[config.mk]
export PLATFORM = sky130hd
export DESIGN_NAME = posr_isqrt
export DESIGN_NICKNAME = d
export VERILOG_FILES = /design/src/rtl/core/assert_macros.svh /design/src/rtl/core/posr_pkg.sv /design/src/rtl/core/posr_isqrt.sv
export SDC_FILE = /design/constraint.sdc
export NUM_CORES = 2
export LEC_CHECK = 0
export BUFFER_PORTS_ARGS = -buffer_cell sky130_fd_sc_hd__buf_2
export CAP_MARGIN = 40
export CORE_MARGIN = 2
export CORE_UTILIZATION = 45
export CTS_CLUSTER_SIZE = 25
export DETAILED_ROUTE_END_ITERATION = 7
export HOLD_SLACK_MARGIN = 0.1
export PLACE_DENSITY = 0.7
export SLEW_MARGIN = 10
export SYNTH_ARGS = -nofsm -noshare
export SYNTH_HDL_FRONTEND = slang
export SYNTH_SLANG_ARGS = --single-unit
[constraint.sdc]
create_clock -name clk -period 6.45 [get_ports clk]
set_input_delay 0.9675 -clock clk [delete_from_list [all_inputs] [get_ports clk]]
set_output_delay 0.9675 -clock clk [all_outputs]
set_load 0.005 [all_outputs]
[src/rtl/core/assert_macros.svh]
// Assertion macros shared by the RTL of the point-on-segment ratio block.
// Needs clk and arst_n in the scope where a macro is used.
`ifndef ASSERT_MACROS_SVH
`define ASSERT_MACROS_SVH

// Same-cycle implication, checked outside reset.
`define POSR_CHECK(lbl, ante, cons, msg) \
	lbl: assert property (@(posedge clk) disable iff (!arst_n) (ante) |-> (cons)) \
		else $error(msg);

// Next-cycle implication, checked outside reset.
`define POSR_CHECK_NEXT(lbl, ante, cons, msg) \
	lbl: assert property (@(posedge clk) disable iff (!arst_n) (ante) |=> (cons)) \
		else $error(msg);

`endif

[src/rtl/core/posr_pkg.sv]
// Package of the point-on-segment ratio block: beat types, status codes and
// the fixed widths and latencies. No dependencies.
package posr_pkg;

	localparam int IN_W            = 32;
	localparam int TOL_BITS        = 16;
	localparam int RATIO_W         = 17;
	localparam int STEP_BITS       = 2;
	localparam int DIV_LAT         = 1 + (RATIO_W + STEP_BITS - 1) / STEP_BITS;
	localparam int CHK_LAT         = 4;
	localparam int DEF_COORD_WIDTH = 32;
	localparam int DEF_FRAC_BITS   = 16;

	localparam logic [TOL_BITS-1:0] TOL_RESET = 16'd3277;
	localparam logic [RATIO_W-1:0]  RATIO_ONE = 17'h10000;

	typedef enum logic [1:0] {
		ST_ON    = 2'd0,
		ST_DEGEN = 2'd1,
		ST_FAR   = 2'd2
	} posr_status_e;

	typedef struct packed {
		logic signed [IN_W-1:0] ax;
		logic signed [IN_W-1:0] ay;
		logic signed [IN_W-1:0] bx;
		logic signed [IN_W-1:0] by;
		logic signed [IN_W-1:0] px;
		logic signed [IN_W-1:0] py;
	} posr_in_t;

	typedef struct packed {
		logic [1:0]         status;
		logic [RATIO_W-1:0] ratio;
	} posr_out_t;

	// Which distance test applies to an item.
	typedef struct packed {
		logic deg;
		logic mid;
	} posr_cls_t;

endpackage

[src/rtl/core/posr_isqrt.sv]
// Pipelined floor square root, a fixed number of result bits per stage.
// Depends on posr_pkg.
module posr_isqrt import posr_pkg::*; #(
	parameter int RW = DEF_COORD_WIDTH + 1
) (
	input  logic            clk,
	input  logic            en,
	input  logic [2*RW-1:0] rad,
	output logic [RW-1:0]   root
);

	localparam int NST = (RW + STEP_BITS - 1) / STEP_BITS;

	logic [RW+1:0]   rem_s  [NST-1];
	logic [2*RW-1:0] rad_s  [NST-1];
	logic [RW-1:0]   root_s [NST];

	for (genvar s = 0; s < NST; s++) begin : g_st
		logic [RW+1:0]   r_in, r_nx;
		logic [RW-1:0]   q_in, q_nx;
		logic [2*RW-1:0] n_in, n_nx;

		if (s == 0) begin : g_first
			assign r_in = '0;
			assign q_in = '0;
			assign n_in = rad;
		end else begin : g_next
			assign r_in = rem_s[s-1];
			assign q_in = root_s[s-1];
			assign n_in = rad_s[s-1];
		end

		always_comb begin
			logic [RW+3:0] t;
			logic [RW+3:0] trial;
			r_nx = r_in;
			q_nx = q_in;
			n_nx = n_in;
			for (int j = 0; j < STEP_BITS; j++) begin
				t     = '0;
				trial = '0;
				if (s * STEP_BITS + j < RW) begin
					t     = {r_nx, n_nx[2*RW-1 -: 2]};
					trial = (RW + 4)'({q_nx, 2'b01});
					n_nx  = n_nx << 2;
					if (t >= trial) begin
						r_nx = (RW + 2)'(t - trial);
						q_nx = {q_nx[RW-2:0], 1'b1};
					end else begin
						r_nx = (RW + 2)'(t);
						q_nx = {q_nx[RW-2:0], 1'b0};
					end
				end
			end
		end

		always_ff @(posedge clk) begin
			if (en) begin
				root_s[s] <= q_nx;
			end
		end

		if (s < NST - 1) begin : g_carry
			always_ff @(posedge clk) begin
				if (en) begin
					rem_s[s] <= r_nx;
					rad_s[s] <= n_nx;
				end
			end
		end
	end

	assign root = root_s[NST-1];

endmodule

Word level (Yosys, flattened, before mapping)
Memories as Yosys holds them, arrays and structs flattened.
Cells that the tools add are included.
{"block": "classes", "n_addsub": 32, "magnitude_cmp": 33, "muxes": 67}
{"op": "$ge 37x35->1", "n": 31}
{"op": "$mux 35", "n": 32}
{"op": "$sub 35x35->35", "n": 30}
{"op": "$ge 37x3->1", "n": 1}
{"op": "$mux 1", "n": 35}
{"op": "$sub 35x3->35", "n": 1}
{"op": "$sub 2x1->3 const B", "n": 1}
{"op": "$ge 2x1->1 const B", "n": 1}
{"block": "word_totals", "regBits": 0, "ramBits": 2113, "word_cells": 135, "n_memories": 3}
{"name": "rad_s", "depth": 16, "width": 62, "read_ports": 16, "rd_ports_with_merged_regs": 0, "wr": 16, "line": "posr_isqrt.sv:15", "source": "logic [2*RW-1:0] rad_s [NST-1];"}
{"name": "root_s", "depth": 17, "width": 33, "read_ports": 17, "rd_ports_with_merged_regs": 0, "wr": 17, "line": "posr_isqrt.sv:16", "source": "logic [RW-1:0] root_s [NST];"}
{"name": "rem_s", "depth": 16, "width": 35, "read_ports": 16, "rd_ports_with_merged_regs": 0, "wr": 16, "line": "posr_isqrt.sv:14", "source": "logic [RW+1:0] rem_s [NST-1];"}

Logic depth before layout (Yosys ltp)
An unclocked memory read counts as a cell.
{"block": "depth", "depth_word": 5, "depth_mapped": 29, "depth_no_buf": 26}

Worst setup path before layout
No wires, ideal clock.
{"block": "synth_timing", "path_type": "reg-to-reg", "from": "memory rem_s[1][201] (netlist name)", "to": "memory rem_s[1][213] (netlist name) (data pin)", "arrival_ns": 6.121, "required_ns": 6.190, "setup_slack_ns": 0.069, "path_stages_with_launch": 24, "period_less_slack_ns": 6.381, "cell_sequence": "edfxtp_1 ha_1 or4bb_1 or4_1 o41a_1 a21bo_2 or2_2 clkbuf_1 clkbuf_1 nand2_1 nand2_1 ha_1 a21o_1 a21o_1 a21oi_1 o21ai_0 a21oi_1 o21bai_1 o2111ai_1 a21oi_1 or4_1 nor4_1 clkbuf_1 mux2_2"}
{"item": "from (decl)", "line": "posr_isqrt.sv:14"}

==> metrics.txt <==
WHS Endpoint=rad_s[0][21]$_DFFE_PP_; CP peak stage delay=540 ps; R2R Path End=rem_s[1][277]$_DFFE_PP_; NumNets Final=9793; register bit total from synthesis=1351; period utilisation layout=98.1%; Root Driver=clkbuf_16; post-route antenna net violation count=0; first-pass GRT wire length=378000 microns; switch share=39.8%; initial DRC count=6684; syn avg cell area=10.1 sq um; P&R area growth vs syn=13.3%; DP Wirelength=191000 microns; Max stage delay cell, worst path=or4_4; worst hold stages=1; switching pwr=0.0167 W; min-delay worst type=in2reg; largest family of logic cells by synthesized area=simple AND/OR/NAND/NOR gates; Rows=162; RR Startpoint=root_s[0][485]$_DFFE_PP_; DRC violations left=0; post-synthesis compound-gate area fraction=16.0%; critical-path maximum fanout=20; GPL Wtd Cong=0.968; Comb power frac=47.3%; share of the synthesized area in the top cell type=46.0%; Post-Synthesis Cells=8715; sequential fraction of the synthesis area=46.0%; vias in the first global route=66300; TritonCTS clock tree=done; R2R depth=28; critical path required time=7060 ps; minimum clock period=6330 ps; pwr/cell area=420 mW/mm^2; GRT Total Usage=24.0%; WS Path Type=reg2reg; proportion of synthesized area in mux cells=1.94%; CP Launch Type=flop; most frequent CP cell=buf_4; max-cap check violation count=0; wirelength, routed=244000 microns; Leak=39.2 nW; CP Capture Type=flop; Internal=0.0253 W; sequential cell area=0.0406 sq mm; setup TNS=0 ps; Syn Std Cell Area=0.0882 sq mm; first drt pass iteration count=6; H-tree depth=4; Starting Density=45.3%; Post-synth top cells=edfxtp_1, nand2_1, nor2_1; area of the multi-input gates=0.0452 sq mm; count of cell types in the netlist=102; clock buffer depth=3; cts bufs inserted=152; port bufs=100; simple-gate share of the synthesized area=16.1%; initial antenna violation count=8; Die W=447 microns; area of the core=0.195 sq mm; Congestion Overflow GR=0; Worst R2R Setup Slack=120 ps; synth warn=0; Fin. Hold Viols=0; placed insts=11600; Placement Cell Area=0.0941 sq mm; Die ar.=0.200 sq mm; die height=447 microns; clock-pin slew on the worst setup and hold paths=60 ps; max-slew violations=0; # fillers=17400; Vias/cell=5.86; CTS Sinks=1351; Slew @ Worst Pin=1000 ps; HP Start=rad[21]; Max Freq=158 MHz; outcome=complete, no violations; area share of fa/ha/maj cells after synthesis=8.40%; Max VDD drop=0.346 mV; Slew HR=33.2%; share of cells above drive strength 1=11.2%; final core occ=51.3%; Min Hold Slack=294 ps; final std cells w/o fill=11900; most frequent cell after synthesis=edfxtp_1; design area=0.0999 sq mm; CP Data Arrival Time=6930 ps; number of I/O pins=101; final setup vio count=0; synth top area cells=edfxtp_1, ha_1, xnor2_1; WL/cell=20.6 microns; part of the power in registers=31.4%; Primary FF master, synth=edfxtp_1; part of the power in the clock network=21.4%; detailed-route via count=69600; post-synth top area cell=edfxtp_1; final clock skew=59.9 ps; XOR/XNOR share of the synthesized area=8.18%; Async S/R FF share, synth=0%; clock latency at the later pin of the worst-skew pair=850 ps; Post-synth EDFFs=1351; largest net degree at the start of global routing=184; RSZ-0062 raised after global routing=true
[power groups by stage]
stage	Clock, W	Combinational (W)	Sequential [W]
finish	0.00896	0.0198	0.0132
CTS	0.00920	0.0192	0.0131
global placement	0	0.0189	0.0133
floorplan	0	0.0137	0.0126
global route	0.00952	0.0217	0.0133
detailed placement	0	0.0190	0.0133
[cell families (layout without fill, tap and decap cells)]
| kind of cell | Yosys count | after routing |
|---|---|---|
| simple gates | 2831 | 2831 |
| compound gates | 2196 | 2196 |
| flops | 1351 | 1351 |
| other cells | 1 | 5 |
| mux | 155 | 155 |
| xor+xnor | 824 | 824 |
| fa+ha+maj | 592 | 592 |
| buf+inv | 765 | 1306 |
[what timing repair did]
action,in CTS,in global routing
buffers inserted,1,13
resized for setup,2,95
setup endpoints to repair,28,300
hold buffers,0,0
pin swaps,1,15
cloned,0,1
[worst max path at each step]
| stage | endpoint | start |
|---|---|---|
| 4_1_cts | rem_s[1][254]$_DFFE_PP_ | root_s[0][486]$_DFFE_PP_ |
| 5_1_grt | rem_s[1][254]$_DFFE_PP_ | root_s[0][485]$_DFFE_PP_ |
| 3_3_place_gp | rem_s[1][277]$_DFFE_PP_ | root_s[0][488]$_DFFE_PP_ |
| 2_1_floorplan | rem_s[1][213]$_DFFE_PP_ | rem_s[1][201]$_DFFE_PP_ |
| 3_5_place_dp | rem_s[1][205]$_DFFE_PP_ | root_s[0][418]$_DFFE_PP_ |
| 6_report | rem_s[1][277]$_DFFE_PP_ | root_s[0][485]$_DFFE_PP_ |
[cell type report]
type / count / area share (%)
sequential: 1351 / 40.6
inverter: 527 / 1.98
antenna: 2 / 0.00501
tap: 2624 / 3.29
timing repair buffer: 500 / 3.67
clock inverter: 94 / 1.33
clock buffer: 185 / 3.93
multi-input combinational: 6601 / 45.2
[metal layers]
metal	GRT usage, %	share of wire (%)	wire length (microns)
met3	3.55	6.5	16000
met4	7.31	3.0	7220
met2	38.1	45	111000
met1	33.7	45	111000
met5	0	0.019	47
[metrics by stage]
stage	worst slack [ps]	total power (W)
global placement	-21.7	0.0322
floorplan	68.8	0.0263
finish	123	0.0419
detailed placement	-194	0.0323
global route	-83.0	0.0445
CTS	23.9	0.0415
[sequential cells by signal (all words and copies together) (netlist names)]
name and count:
rad_s 512, rem_s 534, root_s 305
[layout by cell type (no fill, tap or decap), types with 92 or more instances in the layout]
cell	n
nor4_1	125
nand2b_1	95
nand3_1	188
clkbuf_16	152
buf_2	101
xnor2_1	523
xor2_1	301
mux2_2	128
nand4_1	136
a21o_1	281
a21oi_1	604
inv_1	515
o21ai_0	490
edfxtp_1	1351
nand2_1	722
nor2_1	695
and3_1	92
buf_4	380
ha_1	583
o21a_1	104
nor3_1	222
[critical path: cells and delay by family, from the launching register on]
family	cells	cell delay, ps
adder cells (fa/ha/maj)	2	680
buffers and inverters	8	1340
multiplexers	1	350
AND/OR/NAND/NOR	12	2350
flip-flops	1	440
AO/OA/AOI/OAI	5	930
No activity file was read; power rests on OpenSTA's default activity.
