[src/rtl/core/assert_macros.svh]
// Assertion macros shared by the RTL of the point-on-segment ratio block.
// Needs clk and arst_n in the scope where a macro is used.
`ifndef ASSERT_MACROS_SVH
`define ASSERT_MACROS_SVH

// Same-cycle implication, checked outside reset.
`define POSR_CHECK(lbl, ante, cons, msg) \
	lbl: assert property (@(posedge clk) disable iff (!arst_n) (ante) |-> (cons)) \
		else $error(msg);

// Next-cycle implication, checked outside reset.
`define POSR_CHECK_NEXT(lbl, ante, cons, msg) \
	lbl: assert property (@(posedge clk) disable iff (!arst_n) (ante) |=> (cons)) \
		else $error(msg);

`endif

[src/rtl/core/posr_pkg.sv]
// Package of the point-on-segment ratio block: beat types, status codes and
// the fixed widths and latencies. No dependencies.
package posr_pkg;

	localparam int IN_W            = 32;
	localparam int TOL_BITS        = 16;
	localparam int RATIO_W         = 17;
	localparam int STEP_BITS       = 2;
	localparam int DIV_LAT         = 1 + (RATIO_W + STEP_BITS - 1) / STEP_BITS;
	localparam int CHK_LAT         = 4;
	localparam int DEF_COORD_WIDTH = 32;
	localparam int DEF_FRAC_BITS   = 16;

	localparam logic [TOL_BITS-1:0] TOL_RESET = 16'd3277;
	localparam logic [RATIO_W-1:0]  RATIO_ONE = 17'h10000;

	typedef enum logic [1:0] {
		ST_ON    = 2'd0,
		ST_DEGEN = 2'd1,
		ST_FAR   = 2'd2
	} posr_status_e;

	typedef struct packed {
		logic signed [IN_W-1:0] ax;
		logic signed [IN_W-1:0] ay;
		logic signed [IN_W-1:0] bx;
		logic signed [IN_W-1:0] by;
		logic signed [IN_W-1:0] px;
		logic signed [IN_W-1:0] py;
	} posr_in_t;

	typedef struct packed {
		logic [1:0]         status;
		logic [RATIO_W-1:0] ratio;
	} posr_out_t;

	// Which distance test applies to an item.
	typedef struct packed {
		logic deg;
		logic mid;
	} posr_cls_t;

endpackage

[src/rtl/core/posr_div.sv]
// Pipelined restoring divider for pa * 2^16 / (pa + pb).
// Depends on posr_pkg.
module posr_div import posr_pkg::*; #(
	parameter int RW = DEF_COORD_WIDTH + 1
) (
	input  logic               clk,
	input  logic               en,
	input  logic [RW-1:0]      pa,
	input  logic [RW-1:0]      pb,
	output logic [RATIO_W-1:0] ratio
);

	localparam int NDS = (RATIO_W + STEP_BITS - 1) / STEP_BITS;

	logic [RW:0]          dsum_s1;
	logic [RW+1:0]        rem0_s1;
	logic [RW+1:0]        rem_s [NDS-1];
	logic [RW:0]          den_s [NDS];
	logic [RATIO_W-1:0]   quo_s [NDS];

	always_ff @(posedge clk) begin
		if (en) begin
			dsum_s1 <= (RW + 1)'(pa) + (RW + 1)'(pb);
			rem0_s1 <= (RW + 2)'(pa);
		end
	end

	for (genvar s = 0; s < NDS; s++) begin : g_st
		logic [RW+1:0]      r_in, r_nx;
		logic [RW:0]        d_in;
		logic [RATIO_W-1:0] q_in, q_nx;

		if (s == 0) begin : g_first
			assign r_in = rem0_s1;
			assign d_in = dsum_s1;
			assign q_in = '0;
		end else begin : g_next
			assign r_in = rem_s[s-1];
			assign d_in = den_s[s-1];
			assign q_in = quo_s[s-1];
		end

		always_comb begin
			r_nx = r_in;
			q_nx = q_in;
			for (int j = 0; j < STEP_BITS; j++) begin
				if (s * STEP_BITS + j < RATIO_W) begin
					if (r_nx >= (RW + 2)'(d_in)) begin
						r_nx = r_nx - (RW + 2)'(d_in);
						q_nx = {q_nx[RATIO_W-2:0], 1'b1};
					end else begin
						q_nx = {q_nx[RATIO_W-2:0], 1'b0};
					end
					r_nx = r_nx << 1;
				end
			end
		end

		always_ff @(posedge clk) begin
			if (en) begin
				den_s[s] <= d_in;
				quo_s[s] <= q_nx;
			end
		end

		if (s < NDS - 1) begin : g_carry
			always_ff @(posedge clk) begin
				if (en) begin
					rem_s[s] <= r_nx;
				end
			end
		end
	end

	assign ratio = (den_s[NDS-1] == '0) ? '0 : quo_s[NDS-1];

endmodule

[config.mk]
export PLATFORM = sky130hd
export DESIGN_NAME = posr_div
export DESIGN_NICKNAME = d
export VERILOG_FILES = /design/src/rtl/core/assert_macros.svh /design/src/rtl/core/posr_pkg.sv /design/src/rtl/core/posr_div.sv
export SDC_FILE = /design/constraint.sdc
export NUM_CORES = 2
export LEC_CHECK = 0
export BUFFER_PORTS_ARGS = -buffer_cell sky130_fd_sc_hd__buf_2
export CORE_MARGIN = 1.5
export CORE_UTILIZATION = 60
export CTS_CLUSTER_SIZE = 20
export DETAILED_ROUTE_END_ITERATION = 10
export GPL_ROUTABILITY_DRIVEN = 0
export HOLD_SLACK_MARGIN = 0.1
export PLACE_DENSITY = 0.86
export SLEW_MARGIN = 5
export SYNTH_ARGS = -nofsm -noshare
export SYNTH_HDL_FRONTEND = slang
export SYNTH_SLANG_ARGS = --single-unit
[constraint.sdc]
create_clock -name clk -period 7.5 [get_ports clk]
set_input_delay 1.125 -clock clk [delete_from_list [all_inputs] [get_ports clk]]
set_output_delay 1.125 -clock clk [all_outputs]
set_load 0.01 [all_outputs]
# Yosys cells after proc, flatten, opt, wreduce, memory -nomap -nowiden
# Memories as Yosys holds them, arrays and structs flattened.
# Index checks and enable logic that the tools add are counted.
# totals
ff_bits	67
mem_bits_rw	731
inputBits	68
output_inout_bits	17
wordCells	76
mem_count	3
# classes
addsub	17
magnitude_cmp	17
n_mux	36
reduce_logical	1
# memory_table
name	words	word_bits	rd	rd_ports_with_merged_regs	write_ports	line	rtl
den_s	9	34	9	0	9	posr_div.sv:18	logic [RW:0] den_s [NDS];
rem_s	8	34	8	0	8	posr_div.sv:17	logic [RW+1:0] rem_s [NDS-1];
quo_s	9	17	9	0	9	posr_div.sv:19	logic [RATIO_W-1:0] quo_s [NDS];
# op_table
op	n
35-bit by 34-bit >= comparator with 1-bit output	16
34-bit two-way mux	16
34-bit subtractor	15
33-bit by 33-bit adder with 34-bit output	1
33-bit by 34-bit >= comparator with 1-bit output	1
34-bit zero test	1
33-bit by 34-bit subtractor with 34-bit output	1
1-bit two-way mux	19
17-bit two-way mux	1

# Logic depth before layout (Yosys ltp)
# An unclocked memory read counts as a cell.
# depth
depth_word	5
depth_mapped	28
mapped_depth_nobuf	25

# Least setup slack after synthesis
# Ideal clock, no wire load.
# synth_path
path_type	reg2reg
startpoint	reg dsum_s1[0]
endpoint	mem rem_s[0][26] (netlist name), data pin
setup_time_ns	0.260
t_arrival_ns	6.275
required_time_ns	7.240
slack_ns	0.966
path_stages_with_launch	28
path_buffers	3
synth_period_minus_slack_ns	6.534
path_cell_list	edfxtp_1 > ha_1 > inv_1 > fa_1 > a211o_1 > a21oi_1 > a2111oi_2 > o21bai_4 > a41oi_4 > a311o_1 > a211oi_2 > or2_2 > inv_2 > buf_6 > mux2_4 > ha_1 > a21oi_1 > nor2_1 > o41ai_1 > a21oi_1 > a211oi_1 > a211o_1 > a31oi_1 > a21oi_1 > o211a_1 > buf_2 > buf_2 > mux2_2
# synth_rtl
item	line	rtl
start: declaration	posr_div.sv:15	logic [RW:0] dsum_s1;
start signal: assignment	posr_div.sv:23	dsum_s1 <= (RW + 1)'(pa) + (RW + 1)'(pb);
end: declaration	posr_div.sv:17	

==> metrics.md <==
| Metric | Value |
|---|---|
| Post-layout min period | 7.257 ns |
| Area after DPL | 61,850 µm² |
| Mean Syn Cell Area | 9.778 µm² |
| CP Launch Point | dsum_s1[0] |
| Yosys warnings | 0 |
| Post-synth EDFFs | 734 |
| Final period util | 96.76% |
| R2R Path End | rem_s[0][32] |
| Worst reg2reg path depth | 25 |
| Initial antenna violation count | 0 |
| Synth Flop Type | edfxtp_1 |
| Drt drc | 0 |
| Max Root-Sink Buffers | 3 |
| Post-DR wirelength/cell | 19.68 µm |
| Core ar. | 98,420 µm² |
| Critical Path End Type | flip-flop |
| Vias post-DR | 48,300 |
| IO Pins | 85 |
| CP peak stage delay | 0.57 ns |
| Htree depth | 3 |
| Area grow syn2layout | 8.432% |
| Pin count of the biggest net entering global routing | 151 |
| Post-synthesis sequential area ratio | 37.00% |
| Post-CTS setup buffer count | 0 |
| Fmax | 137.8 MHz |
| RR Startpoint | dsum_s1[0] |
| Fraction of layout cells with a size suffix above 1 | 11.15% |
| Grt ovf | 0 |
| Critical path data required time | 7.92 ns |
| Worst slew pin tran | 1.098 ns |
| Final Cell Area | 64,600 µm² |
| CP max-delay cell | a2111oi_2 |
| Die ar. | 101,200 µm² |
| Setup TNS | 0 ns |
| Row count | 115 |
| Die Width | 318.1 µm |
| Ys async rst share | 0% |
| RSZ-0062 raised after global routing | no |
| Clk slew on worst S/H paths | 0.06 ns |
| First-pass GRT wire length | 236.9 mm |
| Die H | 318.1 µm |
| Nets | 6,891 |
| Element type at the critical path start | flip-flop |
| Hpwl dp | 115.7 mm |
| Vias in the first global route | 48,440 |
| Synth Register Bits | 734 |
| Worst slew margin | 25.88% |
| Initial core utilization | 60.54% |
| Worst skew pair latency | 0.67 ns |
| Post-route ant nets | 0 |
| Crit path DAT | 7.67 ns |
| Max Slew Vio Count | 0 |
| Final Util | 65.64% |
| Area contributors post-synth | edfxtp_1 37%, ha_1 13%, mux2_2 5.6% |
| Root Buffer | clkbuf_16 |
| Drt pass-1 iters | 6 |
| HP Start | quo_s[0][51] |
| Syn nets | 6,773 |
| WHS | 0.4106 ns |
| Syn Inst Count | 6,093 |
| CTS sink cnt | 734 |
| CTS tree | yes |
| CTS Hold Bufs | 0 |
| Family with the most delay on the worst path | compound AO/OA/AOI/OAI gates |
| Setup Viol. Count Final | 0 |
| Post-synth top area cell | edfxtp_1 |
| Fin. Hold Viols | 0 |
| Multi-input logic area | 35,170 µm² |
| Buffers on Ports | 84 |
| Outcome | finished, final reports clean |
| Worst-path fanout max | 21 |
| WL final | 148.9 mm |
| CP bufs+invs | 3 |
| Synth top area share | 37.00% |
| Worst hold path class | reg2reg |
| Hold depth | 0 |
| Total CTS buffers | 84 |
| Synth unique cells | 102 |
| Hold Path End | quo_s[0][70] |
| Worst R2R Setup Slack | 0.24 ns |
| MaxCap Viol Count | 0 |
| Vias per cell | 6.383 |
| DR iter-0 viols | 3,369 |
| Fillers | 7,273 |
| Skew final | 0.01895 ns |
| Total GRT Usage | 28.61% |
| Crit Path Class | reg2reg |
| Netlist Area Pre-Place | 59,580 µm² |
| N_diodes | 0 |
| Register area | 22,040 µm² |
## routing by layer
| metal | share of wire [%] | GRT usage (%) | up-vias |
|---|---|---|---|
| li1 | - | - | 23030 |
| met1 | 36 | 28.43 | 22730 |
| met2 | 51 | 53.79 | 1895 |
| met3 | 4.4 | 3.275 | 650 |
| met4 | 8.7 | 22.83 | 0 |
| met5 | 0 | 0 | - |
## worst register-to-register path, cell delays in order (launching register included)
cell and delay [ns]:
edfxtp_1 0.47, ha_1 0.25, inv_1 0.07, fa_1 0.24
a211o_1 0.19, a21oi_2 0.09, a2111oi_2 0.57, o21bai_4 0.17
a41oi_4 0.25, a311o_1 0.27, a211oi_2 0.11, or2_2 0.44
inv_2 0.26, buf_4 0.42, mux2_4 0.36, ha_1 0.35
a21o_1 0.19, a21o_1 0.19, a2111oi_0 0.44, o41a_1 0.24
nor2b_1 0.05, a31oi_1 0.26, o2111ai_1 0.29, and2_1 0.24
a311o_1 0.35, mux2_2 0.26
## how the worst max path moves through the flow
stage | end | slack (ns) | cells past startpoint
floorplan | rem_s[0][26] | 0.97 | 27
global placement | rem_s[0][2] | 0.35 | 25
detailed placement | rem_s[0][3] | 0.18 | 25
CTS | rem_s[0][11] | 0.08 | 25
global route | rem_s[0][32] | 0.03 | 25
finish | rem_s[0][32] | 0.24 | 25
## cell type report
cell class                 instances  share of cell area (%)
clock inverter                    56                  0.7941
clock buffer                      99                   3.440
timing repair buffer             166                   1.910
sequential                       734                   34.12
tap                             1287                   2.493
multi-input combinational       4742                   54.44
inverter                         483                   2.806
## cells in the mapped netlist (30+ instances only)
cell type / number
nand3_1: 118
nor3_1: 115
edfxtp_1: 734
nor2b_1: 80
clkbuf_1: 89
a21oi_1: 513
mux2_1: 42
xnor2_1: 294
nor2_1: 382
ha_1: 602
o21ai_0: 348
mux2_2: 294
o31ai_1: 48
a21o_1: 279
or3_1: 37
and3_1: 54
inv_1: 479
and2_1: 30
o211ai_1: 39
nand4_1: 78
xor2_1: 164
a211oi_1: 71
mux2i_1: 34
o21bai_1: 66
nand2b_1: 72
o21a_1: 78
nand2_1: 409
nor4_1: 34
a31oi_1: 59
## through the flow
| step | setup slack [ns] | cells |
|---|---|---|
| 2_1_floorplan | 0.9656 | 6093 |
| 3_3_place_gp | 0.3500 | 7412 |
| 3_5_place_dp | 0.1829 | 7412 |
| 4_1_cts | 0.07545 | 7567 |
| 5_1_grt | 0.02549 | 7567 |
| 6_report | 0.2433 | 7567 |
## cell usage in the layout, fill, tap and decap left out, drive strengths merged, types with 166 or more instances in the layout
cell	Yosys	routed
buf	45	166
edfxtp	734	734
ha	602	602
nand2	409	409
a21o	279	279
inv	481	488
mux2	364	364
xnor2	294	294
nor2	382	382
a21oi	515	515
o21ai	355	355
## registers in the layout, indices dropped and copies added (netlist names)
register	cells
dsum_s1	34
g_st.r_in	33
den_s	306
quo_s	89
rem_s	272
## logic make-up after synthesis
group / share of synthesized area, %
flops: 37.00
mux: 7.628
fa+ha+maj: 12.98
buf+inv: 4.078
xor+xnor: 6.733
compound gates: 19.41
simple gates: 12.18
## repair_timing
| action | CTS | global route |
|---|---|---|
| endpoints found under the setup margin | 0 | 35 |
| hold endpoints to repair | 0 | 0 |
| gates resized for setup | 0 | 4 |
Power is not shown: default switching activity piles up to over one toggle a cycle in this logic, so the estimate is an artifact.
